## src/rtl/core/cpid_pkg.sv

```systemverilog
// Package for the cascade PID controller: request types, widths, register
// indexes, controller state encoding and the command/status structs.
// No dependencies; every other file of the block imports it.
package cpid_pkg;

    // Sample and gain formats.
    localparam int SAMPLE_WIDTH   = 16;
    localparam int GAIN_FRAC_BITS = 8;
    localparam int GAIN_W         = 16;
    localparam int GAINS_W        = 3 * GAIN_W;
    localparam int OUT_W          = 16;

    // Configuration port.
    localparam int CFG_DATA_W  = GAINS_W;
    localparam int CFG_INDEX_W = 3;
    localparam int ILIM_W      = 23;
    localparam int OLIM_W      = 15;

    // Loop arithmetic widths.
    localparam int ERR_W  = SAMPLE_WIDTH + 1;
    localparam int DIFF_W = ERR_W + 1;
    localparam int ACC_W  = ILIM_W + 1;
    localparam int ASUM_W = ACC_W + 1;
    localparam int PP_W   = GAIN_W + ERR_W;
    localparam int PI_W   = GAIN_W + ACC_W;
    localparam int PD_W   = GAIN_W + DIFF_W;
    localparam int SUM_W  = PI_W + 2;
    localparam int SH_W   = SUM_W - GAIN_FRAC_BITS;

    // Input request: one control sample.
    typedef struct packed {
        logic signed [SAMPLE_WIDTH-1:0] outer_target;
        logic signed [SAMPLE_WIDTH-1:0] outer_feedback;
        logic signed [SAMPLE_WIDTH-1:0] inner_feedback;
    } sample_t;

    // Output request: one controller result.
    typedef struct packed {
        logic signed [OUT_W-1:0] drive;
        logic signed [OUT_W-1:0] outer_drive;
    } result_t;

    // Configuration register indexes.
    typedef enum logic [CFG_INDEX_W-1:0] {
        CFG_OUTER_GAINS  = 3'd0,
        CFG_INNER_GAINS  = 3'd1,
        CFG_OUTER_ILIM   = 3'd2,
        CFG_OUTER_OLIM   = 3'd3,
        CFG_INNER_ILIM   = 3'd4,
        CFG_INNER_OLIM   = 3'd5,
        CFG_CASCADE      = 3'd6
    } cfg_index_t;

    // Sequencer states: idle, error/integral step, multiply step, sum/clamp step.
    typedef enum logic [1:0] {
        ST_IDLE = 2'd0,
        ST_ERR  = 2'd1,
        ST_MUL  = 2'd2,
        ST_SUM  = 2'd3
    } state_t;

    // Commands from the sequencer to the datapath.
    typedef struct packed {
        logic load_in;
        logic run_err;
        logic run_mul;
        logic save_outer;
        logic load_out;
        logic sel_inner;
    } cmd_t;

    // Status from the datapath to the sequencer.
    typedef struct packed {
        logic cascade;
    } status_t;

endpackage

```

## src/rtl/core/cpid_ctrl.sv

```systemverilog
// Sequencer of the cascade PID controller: runs the outer loop and, in
// cascade mode, the inner loop through the shared datapath steps.
// Depends on cpid_pkg.
module cpid_ctrl (
    input  logic             clk,
    input  logic             rst_n,
    input  logic             sample_valid,
    output logic             sample_stall,
    output logic             result_valid,
    input  logic             result_stall,
    input  cpid_pkg::status_t status,
    output cpid_pkg::cmd_t   cmd
);
    import cpid_pkg::*;

    state_t state_reg;
    state_t state_next;
    logic   loop_sel_reg;
    logic   loop_sel_next;
    logic   result_valid_reg;
    logic   result_valid_next;
    logic   out_free;
    logic   last_loop;

    // State, loop select and output valid registers.
    always_ff @(posedge clk or negedge rst_n)
    begin
        if (!rst_n)
        begin
            state_reg        <= ST_IDLE;
            loop_sel_reg     <= 1'b0;
            result_valid_reg <= 1'b0;
        end
        else
        begin
            state_reg        <= state_next;
            loop_sel_reg     <= loop_sel_next;
            result_valid_reg <= result_valid_next;
        end
    end

    assign out_free  = !result_valid_reg || !result_stall;
    assign last_loop = loop_sel_reg || !status.cascade;

    // Next state and datapath commands.
    always_comb
    begin
        state_next     = state_reg;
        loop_sel_next  = loop_sel_reg;
        cmd            = '0;
        cmd.sel_inner  = loop_sel_reg;
        unique case (state_reg)
            ST_IDLE:
            begin
                if (sample_valid)
                begin
                    cmd.load_in   = 1'b1;
                    loop_sel_next = 1'b0;
                    state_next    = ST_ERR;
                end
            end
            ST_ERR:
            begin
                cmd.run_err = 1'b1;
                state_next  = ST_MUL;
            end
            ST_MUL:
            begin
                cmd.run_mul = 1'b1;
                state_next  = ST_SUM;
            end
            ST_SUM:
            begin
                if (!last_loop)
                begin
                    cmd.save_outer = 1'b1;
                    loop_sel_next  = 1'b1;
                    state_next     = ST_ERR;
                end
                else if (out_free)
                begin
                    cmd.load_out = 1'b1;
                    state_next   = ST_IDLE;
                end
            end
            default:
            begin
                state_next = ST_IDLE;
            end
        endcase
    end

    // Output valid: set on a new result, cleared when the request is taken.
    always_comb
    begin
        if (cmd.load_out)
            result_valid_next = 1'b1;
        else if (!result_stall)
            result_valid_next = 1'b0;
        else
            result_valid_next = result_valid_reg;
    end

    assign sample_stall = (state_reg != ST_IDLE);
    assign result_valid = result_valid_reg;

`ifndef SYNTH
    // A new sample always starts with the outer loop.
    assert property (@(posedge clk) disable iff (!rst_n)
        cmd.load_in |=> (state_reg == ST_ERR) && !loop_sel_reg)
        else $error("sample accepted but outer loop not started");

    // The outer result hands over to the inner loop in cascade mode.
    assert property (@(posedge clk) disable iff (!rst_n)
        (state_reg == ST_SUM) && !loop_sel_reg && status.cascade
        |=> (state_reg == ST_ERR) && loop_sel_reg)
        else $error("inner loop not started after outer loop");

    // A loaded result is presented on the next cycle.
    assert property (@(posedge clk) disable iff (!rst_n)
        cmd.load_out |=> result_valid_reg)
        else $error("result loaded but not valid");
`endif

endmodule

```

## src/rtl/core/cpid_datapath.sv

```systemverilog
// Datapath of the cascade PID controller: configuration registers, loop
// state, error/integral step, three gain multipliers and the output clamp.
// Depends on cpid_pkg.
module cpid_datapath (
    input  logic                                clk,
    input  logic                                rst_n,
    input  logic                                cfg_write_en,
    input  logic [cpid_pkg::CFG_INDEX_W-1:0]    cfg_index,
    input  logic [cpid_pkg::CFG_DATA_W-1:0]     cfg_data,
    input  cpid_pkg::sample_t                   sample,
    output cpid_pkg::result_t                   result,
    input  cpid_pkg::cmd_t                      cmd,
    output cpid_pkg::status_t                   status
);
    import cpid_pkg::*;

    // Configuration registers.
    logic [GAINS_W-1:0] outer_gains_reg;
    logic [GAINS_W-1:0] inner_gains_reg;
    logic [ILIM_W-1:0]  outer_ilim_reg;
    logic [OLIM_W-1:0]  outer_olim_reg;
    logic [ILIM_W-1:0]  inner_ilim_reg;
    logic [OLIM_W-1:0]  inner_olim_reg;
    logic               cascade_reg;

    // Loop state.
    logic signed [ERR_W-1:0] outer_prev_reg;
    logic signed [ACC_W-1:0] outer_acc_reg;
    logic signed [ERR_W-1:0] inner_prev_reg;
    logic signed [ACC_W-1:0] inner_acc_reg;

    // Step registers.
    sample_t                  sample_reg;
    logic signed [ERR_W-1:0]  e_reg;
    logic signed [DIFF_W-1:0] d_reg;
    logic signed [ACC_W-1:0]  acc_reg;
    logic signed [PP_W-1:0]   pp_reg;
    logic signed [PI_W-1:0]   pi_reg;
    logic signed [PD_W-1:0]   pd_reg;
    logic signed [OUT_W-1:0]  outer_out_reg;
    result_t                  result_reg;

    // Combinational step values.
    logic signed [ERR_W-1:0]  tgt_s;
    logic signed [ERR_W-1:0]  fb_s;
    logic signed [ERR_W-1:0]  e_next;
    logic signed [ERR_W-1:0]  prev_s;
    logic signed [DIFF_W-1:0] d_next;
    logic signed [ACC_W-1:0]  acc_old;
    logic signed [ASUM_W-1:0] acc_sum;
    logic signed [ASUM_W-1:0] ilim_s;
    logic signed [ACC_W-1:0]  acc_next;
    logic [GAINS_W-1:0]       gains;
    logic signed [GAIN_W-1:0] kp;
    logic signed [GAIN_W-1:0] ki;
    logic signed [GAIN_W-1:0] kd;
    logic signed [PP_W-1:0]   pp_next;
    logic signed [PI_W-1:0]   pi_next;
    logic signed [PD_W-1:0]   pd_next;
    logic signed [SUM_W-1:0]  sum;
    logic signed [SH_W-1:0]   sh;
    logic signed [SH_W-1:0]   olim_s;
    logic signed [OUT_W-1:0]  loop_out;

    // Configuration write decoder.
    always_ff @(posedge clk or negedge rst_n)
    begin
        if (!rst_n)
        begin
            outer_gains_reg <= '0;
            inner_gains_reg <= '0;
            outer_ilim_reg  <= '0;
            outer_olim_reg  <= '0;
            inner_ilim_reg  <= '0;
            inner_olim_reg  <= '0;
            cascade_reg     <= 1'b1;
        end
        else if (cfg_write_en)
        begin
            unique case (cfg_index_t'(cfg_index))
                CFG_OUTER_GAINS: outer_gains_reg <= cfg_data[GAINS_W-1:0];
                CFG_INNER_GAINS: inner_gains_reg <= cfg_data[GAINS_W-1:0];
                CFG_OUTER_ILIM:  outer_ilim_reg  <= cfg_data[ILIM_W-1:0];
                CFG_OUTER_OLIM:  outer_olim_reg  <= cfg_data[OLIM_W-1:0];
                CFG_INNER_ILIM:  inner_ilim_reg  <= cfg_data[ILIM_W-1:0];
                CFG_INNER_OLIM:  inner_olim_reg  <= cfg_data[OLIM_W-1:0];
                CFG_CASCADE:     cascade_reg     <= cfg_data[0];
                default:         ;
            endcase
        end
    end

    assign status.cascade = cascade_reg;

    // Error, derivative and clamped integral of the selected loop.
    always_comb
    begin
        if (cmd.sel_inner)
        begin
            tgt_s   = ERR_W'(outer_out_reg);
            fb_s    = ERR_W'(sample_reg.inner_feedback);
            prev_s  = inner_prev_reg;
            acc_old = inner_acc_reg;
            ilim_s  = ASUM_W'($signed({1'b0, inner_ilim_reg}));
        end
        else
        begin
            tgt_s   = ERR_W'(sample_reg.outer_target);
            fb_s    = ERR_W'(sample_reg.outer_feedback);
            prev_s  = outer_prev_reg;
            acc_old = outer_acc_reg;
            ilim_s  = ASUM_W'($signed({1'b0, outer_ilim_reg}));
        end
        e_next  = tgt_s - fb_s;
        d_next  = DIFF_W'(e_next) - DIFF_W'(prev_s);
        acc_sum = ASUM_W'(acc_old) + ASUM_W'(e_next);
        if (acc_sum > ilim_s)
            acc_next = ACC_W'(ilim_s);
        else if (acc_sum < -ilim_s)
            acc_next = ACC_W'(-ilim_s);
        else
            acc_next = ACC_W'(acc_sum);
    end

    // Gain products of the selected loop.
    assign gains   = cmd.sel_inner ? inner_gains_reg : outer_gains_reg;
    assign kp      = gains[GAIN_W-1:0];
    assign ki      = gains[2*GAIN_W-1:GAIN_W];
    assign kd      = gains[3*GAIN_W-1:2*GAIN_W];
    assign pp_next = kp * e_reg;
    assign pi_next = ki * acc_reg;
    assign pd_next = kd * d_reg;

    // Sum, floor shift by dropping fraction bits, then output clamp.
    always_comb
    begin
        sum    = SUM_W'(pp_reg) + SUM_W'(pi_reg) + SUM_W'(pd_reg);
        sh     = sum[SUM_W-1:GAIN_FRAC_BITS];
        olim_s = cmd.sel_inner ? SH_W'($signed({1'b0, inner_olim_reg}))
                               : SH_W'($signed({1'b0, outer_olim_reg}));
        if (sh > olim_s)
            loop_out = OUT_W'(olim_s);
        else if (sh < -olim_s)
            loop_out = OUT_W'(-olim_s);
        else
            loop_out = OUT_W'(sh);
    end

    // Loop state updates once per loop run.
    always_ff @(posedge clk or negedge rst_n)
    begin
        if (!rst_n)
        begin
            outer_prev_reg <= '0;
            outer_acc_reg  <= '0;
            inner_prev_reg <= '0;
            inner_acc_reg  <= '0;
        end
        else if (cmd.run_err)
        begin
            if (cmd.sel_inner)
            begin
                inner_prev_reg <= e_next;
                inner_acc_reg  <= acc_next;
            end
            else
            begin
                outer_prev_reg <= e_next;
                outer_acc_reg  <= acc_next;
            end
        end
    end

    // Payload and step registers.
    always_ff @(posedge clk)
    begin
        if (cmd.load_in)
            sample_reg <= sample;
        if (cmd.run_err)
        begin
            e_reg   <= e_next;
            d_reg   <= d_next;
            acc_reg <= acc_next;
        end
        if (cmd.run_mul)
        begin
            pp_reg <= pp_next;
            pi_reg <= pi_next;
            pd_reg <= pd_next;
        end
        if (cmd.save_outer)
            outer_out_reg <= loop_out;
        if (cmd.load_out)
        begin
            result_reg.drive       <= loop_out;
            result_reg.outer_drive <= cmd.sel_inner ? outer_out_reg : loop_out;
        end
    end

    assign result = result_reg;

`ifndef SYNTH
    // The inner loop state is untouched while the outer loop runs.
    assert property (@(posedge clk) disable iff (!rst_n)
        cmd.run_err && !cmd.sel_inner |=> $stable(inner_acc_reg)
                                          && $stable(inner_prev_reg))
        else $error("inner state changed during outer loop step");

    // The outer loop state only moves on an outer error step.
    assert property (@(posedge clk) disable iff (!rst_n)
        !(cmd.run_err && !cmd.sel_inner) |=> $stable(outer_acc_reg)
                                             && $stable(outer_prev_reg))
        else $error("outer state changed outside its error step");
`endif

endmodule

```

## src/rtl/core/cascade_pid_controller_top.sv

```systemverilog
// Cascade PID controller, top level: ties the sequencer to the datapath.
// Depends on cpid_pkg, cpid_ctrl and cpid_datapath.
//
// Usage:
//   sample channel (sample_valid / sample_stall / sample) carries one request
//   per control period: outer target, outer feedback and inner feedback.
//   result channel (result_valid / result_stall / result) returns one request
//   per sample: drive and the clamped outer loop output.
//   Configuration is a plain write port (cfg_write_en, cfg_index, cfg_data);
//   write it only while no sample is in flight. Unknown indexes are ignored.
// Sequencing:
//   Each loop takes three datapath steps (error and integral, gain multiply,
//   sum and clamp) on one shared set of three multipliers. The result is
//   loaded after the sum and clamp step of the outer loop in single mode and
//   of the inner loop in cascade mode; no new sample is taken until then.
//   A finished result waits in the output register while the next sample is
//   taken; if that register is still full at the end of the next sample,
//   the sequencer holds until the receiver releases result_stall.
// Reset:
//   Loop errors and integrals clear to zero, all gains and limits to zero,
//   cascade mode on, no result pending.
module cascade_pid_controller_top (
    input  logic                                clk,
    input  logic                                rst_n,
    input  logic                                sample_valid,
    output logic                                sample_stall,
    input  cpid_pkg::sample_t                   sample,
    output logic                                result_valid,
    input  logic                                result_stall,
    output cpid_pkg::result_t                   result,
    input  logic                                cfg_write_en,
    input  logic [cpid_pkg::CFG_INDEX_W-1:0]    cfg_index,
    input  logic [cpid_pkg::CFG_DATA_W-1:0]     cfg_data
);
    import cpid_pkg::*;

    cmd_t    cmd;
    status_t status;

    // Sequencer.
    cpid_ctrl u_ctrl (
        .clk          (clk),
        .rst_n        (rst_n),
        .sample_valid (sample_valid),
        .sample_stall (sample_stall),
        .result_valid (result_valid),
        .result_stall (result_stall),
        .status       (status),
        .cmd          (cmd)
    );

    // Datapath.
    cpid_datapath u_datapath (
        .clk          (clk),
        .rst_n        (rst_n),
        .cfg_write_en (cfg_write_en),
        .cfg_index    (cfg_index),
        .cfg_data     (cfg_data),
        .sample       (sample),
        .result       (result),
        .cmd          (cmd),
        .status       (status)
    );

endmodule

```

## config.mk

```make
export PLATFORM = sky130hd
export DESIGN_NAME = cascade_pid_controller_top
export DESIGN_NICKNAME = d
export VERILOG_FILES = /design/src/rtl/core/cpid_pkg.sv /design/src/rtl/core/cpid_ctrl.sv /design/src/rtl/core/cpid_datapath.sv /design/src/rtl/core/cascade_pid_controller_top.sv
export SDC_FILE = /design/constraint.sdc
export NUM_CORES = 2
export LEC_CHECK = 0
export ABC_AREA = 1
export BUFFER_PORTS_ARGS = -buffer_cell sky130_fd_sc_hd__buf_2
export CAP_MARGIN = 20
export CORE_MARGIN = 2
export CORE_UTILIZATION = 51
export CTS_CLUSTER_SIZE = 24
export DETAILED_ROUTE_END_ITERATION = 7
export PLACE_DENSITY_LB_ADDON = 0.2
export SYNTH_ARGS = -nofsm -noshare
export SYNTH_HDL_FRONTEND = slang
export SYNTH_HIERARCHICAL = 1
export SYNTH_SLANG_ARGS = --single-unit
export TNS_END_PERCENT = 100
```

## constraint.sdc

```tcl
create_clock -name clk -period 14.83 [get_ports clk]
set_clock_uncertainty 0.2 [all_clocks]
set_input_delay 0 -clock clk [delete_from_list [all_inputs] [get_ports clk]]
set_output_delay 0 -clock clk [all_outputs]
set_load 0.005 [all_outputs]
```

==> impl.org <==
** Run status
- Status :: finished clean

** Floorplan
- Starting Density :: 51.31%
- Horizontal extent of the die :: 356.7 um
- Site row count :: 129
- Placeable core region :: 123600 um2
- 138 I/O pins were placed.
- The floorplan step defined a die boundary enclosing 127200 um2.
- The floorplan step set the die height to 356.7 um.

** Timing
- The max-slew violation total from the final report was 0.
- The number of hold violations in the final report is 0.
- For the pin with the worst max-slew slack, the measured transition is 1.116 ns.
- Derived from the worst setup path, the maximum achievable clock frequency is 0.1034 GHz.
- Setup slack closes at 5.159 ns.
- Dividing the final minimum period by the clock period gives 65.21%.
- Setup violations remaining at the end of the flow were counted as 0.
- For the finished layout, the period the worst path requires is 9.671 ns.
- Max-slew headroom :: 25.39%
- RSZ-0062 raised after global routing :: no
- Summed negative setup slack over all endpoints :: 0 ns

** Routing
- Wires add up to 199200 um.
- In the routed design, unresolved DRC markers number 0.
- Top routing layer in use :: met5
- Met1 Wirelength :: 86060 um
- Via count normalized by instance count :: 5.399
- Detailed Route Iter0 Violations :: 4565
- Via count :: 50100
- The routed design uses 17620 um of met3 wire.
- After detailed routing, the average wire length per cell comes to 21.46 um.
- Detailed routing placed a total of 88210 um of wire on met2.
- Number of antenna-violating nets in the routed design :: 0
- 1st-pass router iterations :: 6

** Setup path
- Worst r2r dst :: u_datapath/pd_reg[30]
- The largest single stage delay on the critical path is 0.68 ns.
- For flop-to-flop paths, the worst setup slack is 5.16 ns.
- The startpoint identified for the worst register-to-register timing path is u_ctrl/loop_sel_reg.
- Grouping stages by cell kind, the critical path spends the most delay in adder cells.
- The slowest stage of the critical path is the buf_4 cell.
- Worst reg-to-reg path cell count :: 28
- Arrival time at the worst endpoint :: 9.85 ns
- Type of the worst setup path :: reg -> reg
- The worst setup path is captured at a flop.
- Number of buffer and inverter stages on the critical path :: 7
- Peak fanout along the critical path :: 66
- Kind of start point of the critical path :: flop
- Crit path required time :: 15.01 ns

** Global routing
- Via count of the first global-routing pass :: 51771
- Residual overflow from global routing :: 0
- For this run, the total global-route usage over all layers was measured as 32.20%.
- Global-route wire length before repair :: 310200 um
- Maximum number of pins on one net before global-route repair :: 110
- Number of antenna violations at the first check in global routing :: 6

** Synth
- The number of different library cells used by synthesis comes to 54.
- Among all cell types in the netlist, the one instantiated most often is nand2_1.
- Top flip-flop cell by instance count after synthesis :: edfxtp_1
- Syn Nets :: 8895
- During synthesis, Yosys emitted a total of 6 warnings.
- Flops & latches, synth :: 521
- In this run, synthesis inferred 262 flip-flops with an integrated enable.
- Mapped cell area :: 63440 um2
- Summing the sequential cell areas from Yosys gives 22.62% of the chip area.
- In the synthesized netlist, the cells that appear most often are nand2_1, inv_1, fa_1.
- The cell count after synthesis came out at 7351.
- For this run, asynchronously set or reset flops after synthesis account for 49.71%.
- Syn_area_per_cell :: 8.630 um2
- The synthesized design spends more area on one cell type than any other, namely fa_1.
- After synthesis, the largest area contributor takes up 30.99% of total cell area.
- Dominant cells by area after synthesis :: fa_1, edfxtp_1, dfrtp_1

** Hold path
- The worst hold path belongs to the class in -> reg.
- Counting instances, the worst hold path has a depth of 4.
- For hold timing, the worst endpoint is u_datapath/inner_gains_reg[46].
- The startpoint identified for the worst hold timing path is cfg_data[46].

** Clock network
- TritonCTS built the clock tree.
- Reg clk slew, reported paths :: 0.07 ns
- Clock Tree Buf Depth :: 3
- CTS buffer count :: 59
- Post-CTS setup buffer count :: 0
- The clock drives 521 sinks.
- In this run the number of H-tree levels came out at 2.
- Clock latency of the later-clocked register in the worst-skew pair :: 0.70 ns
- In this run the clock root is driven by a clkbuf_16.

** Place
- Port Buffers :: 137
- Before CTS, the worst setup slack after placement is 5.178 ns.
- Last weighted congestion value of the routability-driven placer :: 1.023
- The HPWL after detailed placement is 157000 um.

** Cells and area
- Relative to the synthesized area, the layout overhead comes to 10.18%.
- Final #Nets :: 9131
- Filler Cell Count :: 11322
- For this run, the share of the core covered by cells in the final layout is 56.54%.
- Of the cells placed in the final design, the portion with a size suffix greater than 1 is 6.088%.
- In the final layout, flip-flops and latches occupy 14350 um2.
- In the final layout, the multi-input gates occupy 42420 um2.

** Job
- Maxcap violations :: 0
-- placed cells by master (no fill, tap or decap), drive strengths merged, types with 4 or more instances in the layout --
master	instances
a21o	13
nand2	1590
and2	30
fa	982
a21boi	16
dfrtp	258
xor2	141
xnor2	74
nor2	581
buf	199
o21ai	399
a21oi	239
diode	5
nor3	28
dlygate4sd3	187
nand3b	9
edfxtp	262
ha	458
o221ai	4
inv	1552
o2111ai	6
mux2i	23
clkinvlp	5
a211oi	8
nand4	32
nor4	10
a31oi	21
or2	128
clkbuf	79
clkinv	37
o31ai	9
o21a	22
nand3	199
o21bai	8
o211ai	9
nor3b	6
bufinv	5
-- worst reg2reg max path, delay by kind of cell (launching register included) --
family	cells	cell delay [ns]
compound gates	9	2.72
xor+xnor	1	0.10
fa+ha+maj	7	2.84
buf+inv	7	2.22
flops	1	0.57
simple gates	4	0.69
-- cells by family after synthesis --
logic type / count (synthesis) / share of synthesized area [%]
multiplexers: 23 / 0.3629
AO/OA/AOI/OAI: 760 / 6.504
adder cells (fa/ha/maj): 1440 / 40.02
AND/OR/NAND/NOR: 2615 / 16.92
XOR/XNOR: 215 / 2.968
buffers and inverters: 1777 / 10.61
flip-flops: 521 / 22.62
-- per-layer routing --
layer / vias to the layer above / global-route usage [%]
li1: 22835 / -
met1: 24843 / 46.20
met2: 2063 / 49.53
met3: 355 / 6.199
met4: 4 / 9.916
met5: - / 0.7407
-- metrics by stage --
stage	hold WS (ns)	area, um2	std cells
finish	0.03877	69900	9280
CTS	0.001347	69810	9272
global placement	-0.1886	65850	8972
floorplan	-0.4956	63440	7351
global route	0.05394	69890	9275
detailed placement	-0.1846	65850	8972
-- what timing repair did --
action / 4_1_cts / 5_1_grt
resized for setup: 0 / 0
hold endpoints to repair: 493 / 0
hold buffers: 188 / 0
-- final cells by class --
type / instances / area share [%]
multi-input cells: 5053 / 60.68
flip-flops and latches: 521 / 20.53
inverters: 1565 / 8.407
repair buffers: 387 / 4.478
well taps: 1637 / 2.930
clock buffers: 78 / 2.373
clock inverters: 34 / 0.5799
diodes: 5 / 0.01790
-- worst max path at each step --
| stage | from | endpoint | slack [ns] | cells past startpoint |
|---|---|---|---|---|
| floorplan | u_ctrl/loop_sel_reg | u_datapath/pp_reg[29] | 6.41 | 34 |
| global placement | u_ctrl/loop_sel_reg | u_datapath/pd_reg[30] | 5.43 | 26 |
| detailed placement | u_ctrl/loop_sel_reg | u_datapath/pd_reg[30] | 5.18 | 28 |
| CTS | u_ctrl/loop_sel_reg | u_datapath/pd_reg[30] | 5.12 | 28 |
| global route | u_ctrl/loop_sel_reg | u_datapath/pd_reg[30] | 4.64 | 28 |
| finish | u_ctrl/loop_sel_reg | u_datapath/pd_reg[30] | 5.16 | 28 |
Power is left out: the tool's default activity adds up to more than one toggle a clock period on the data nets, which glitch-free logic cannot reach.
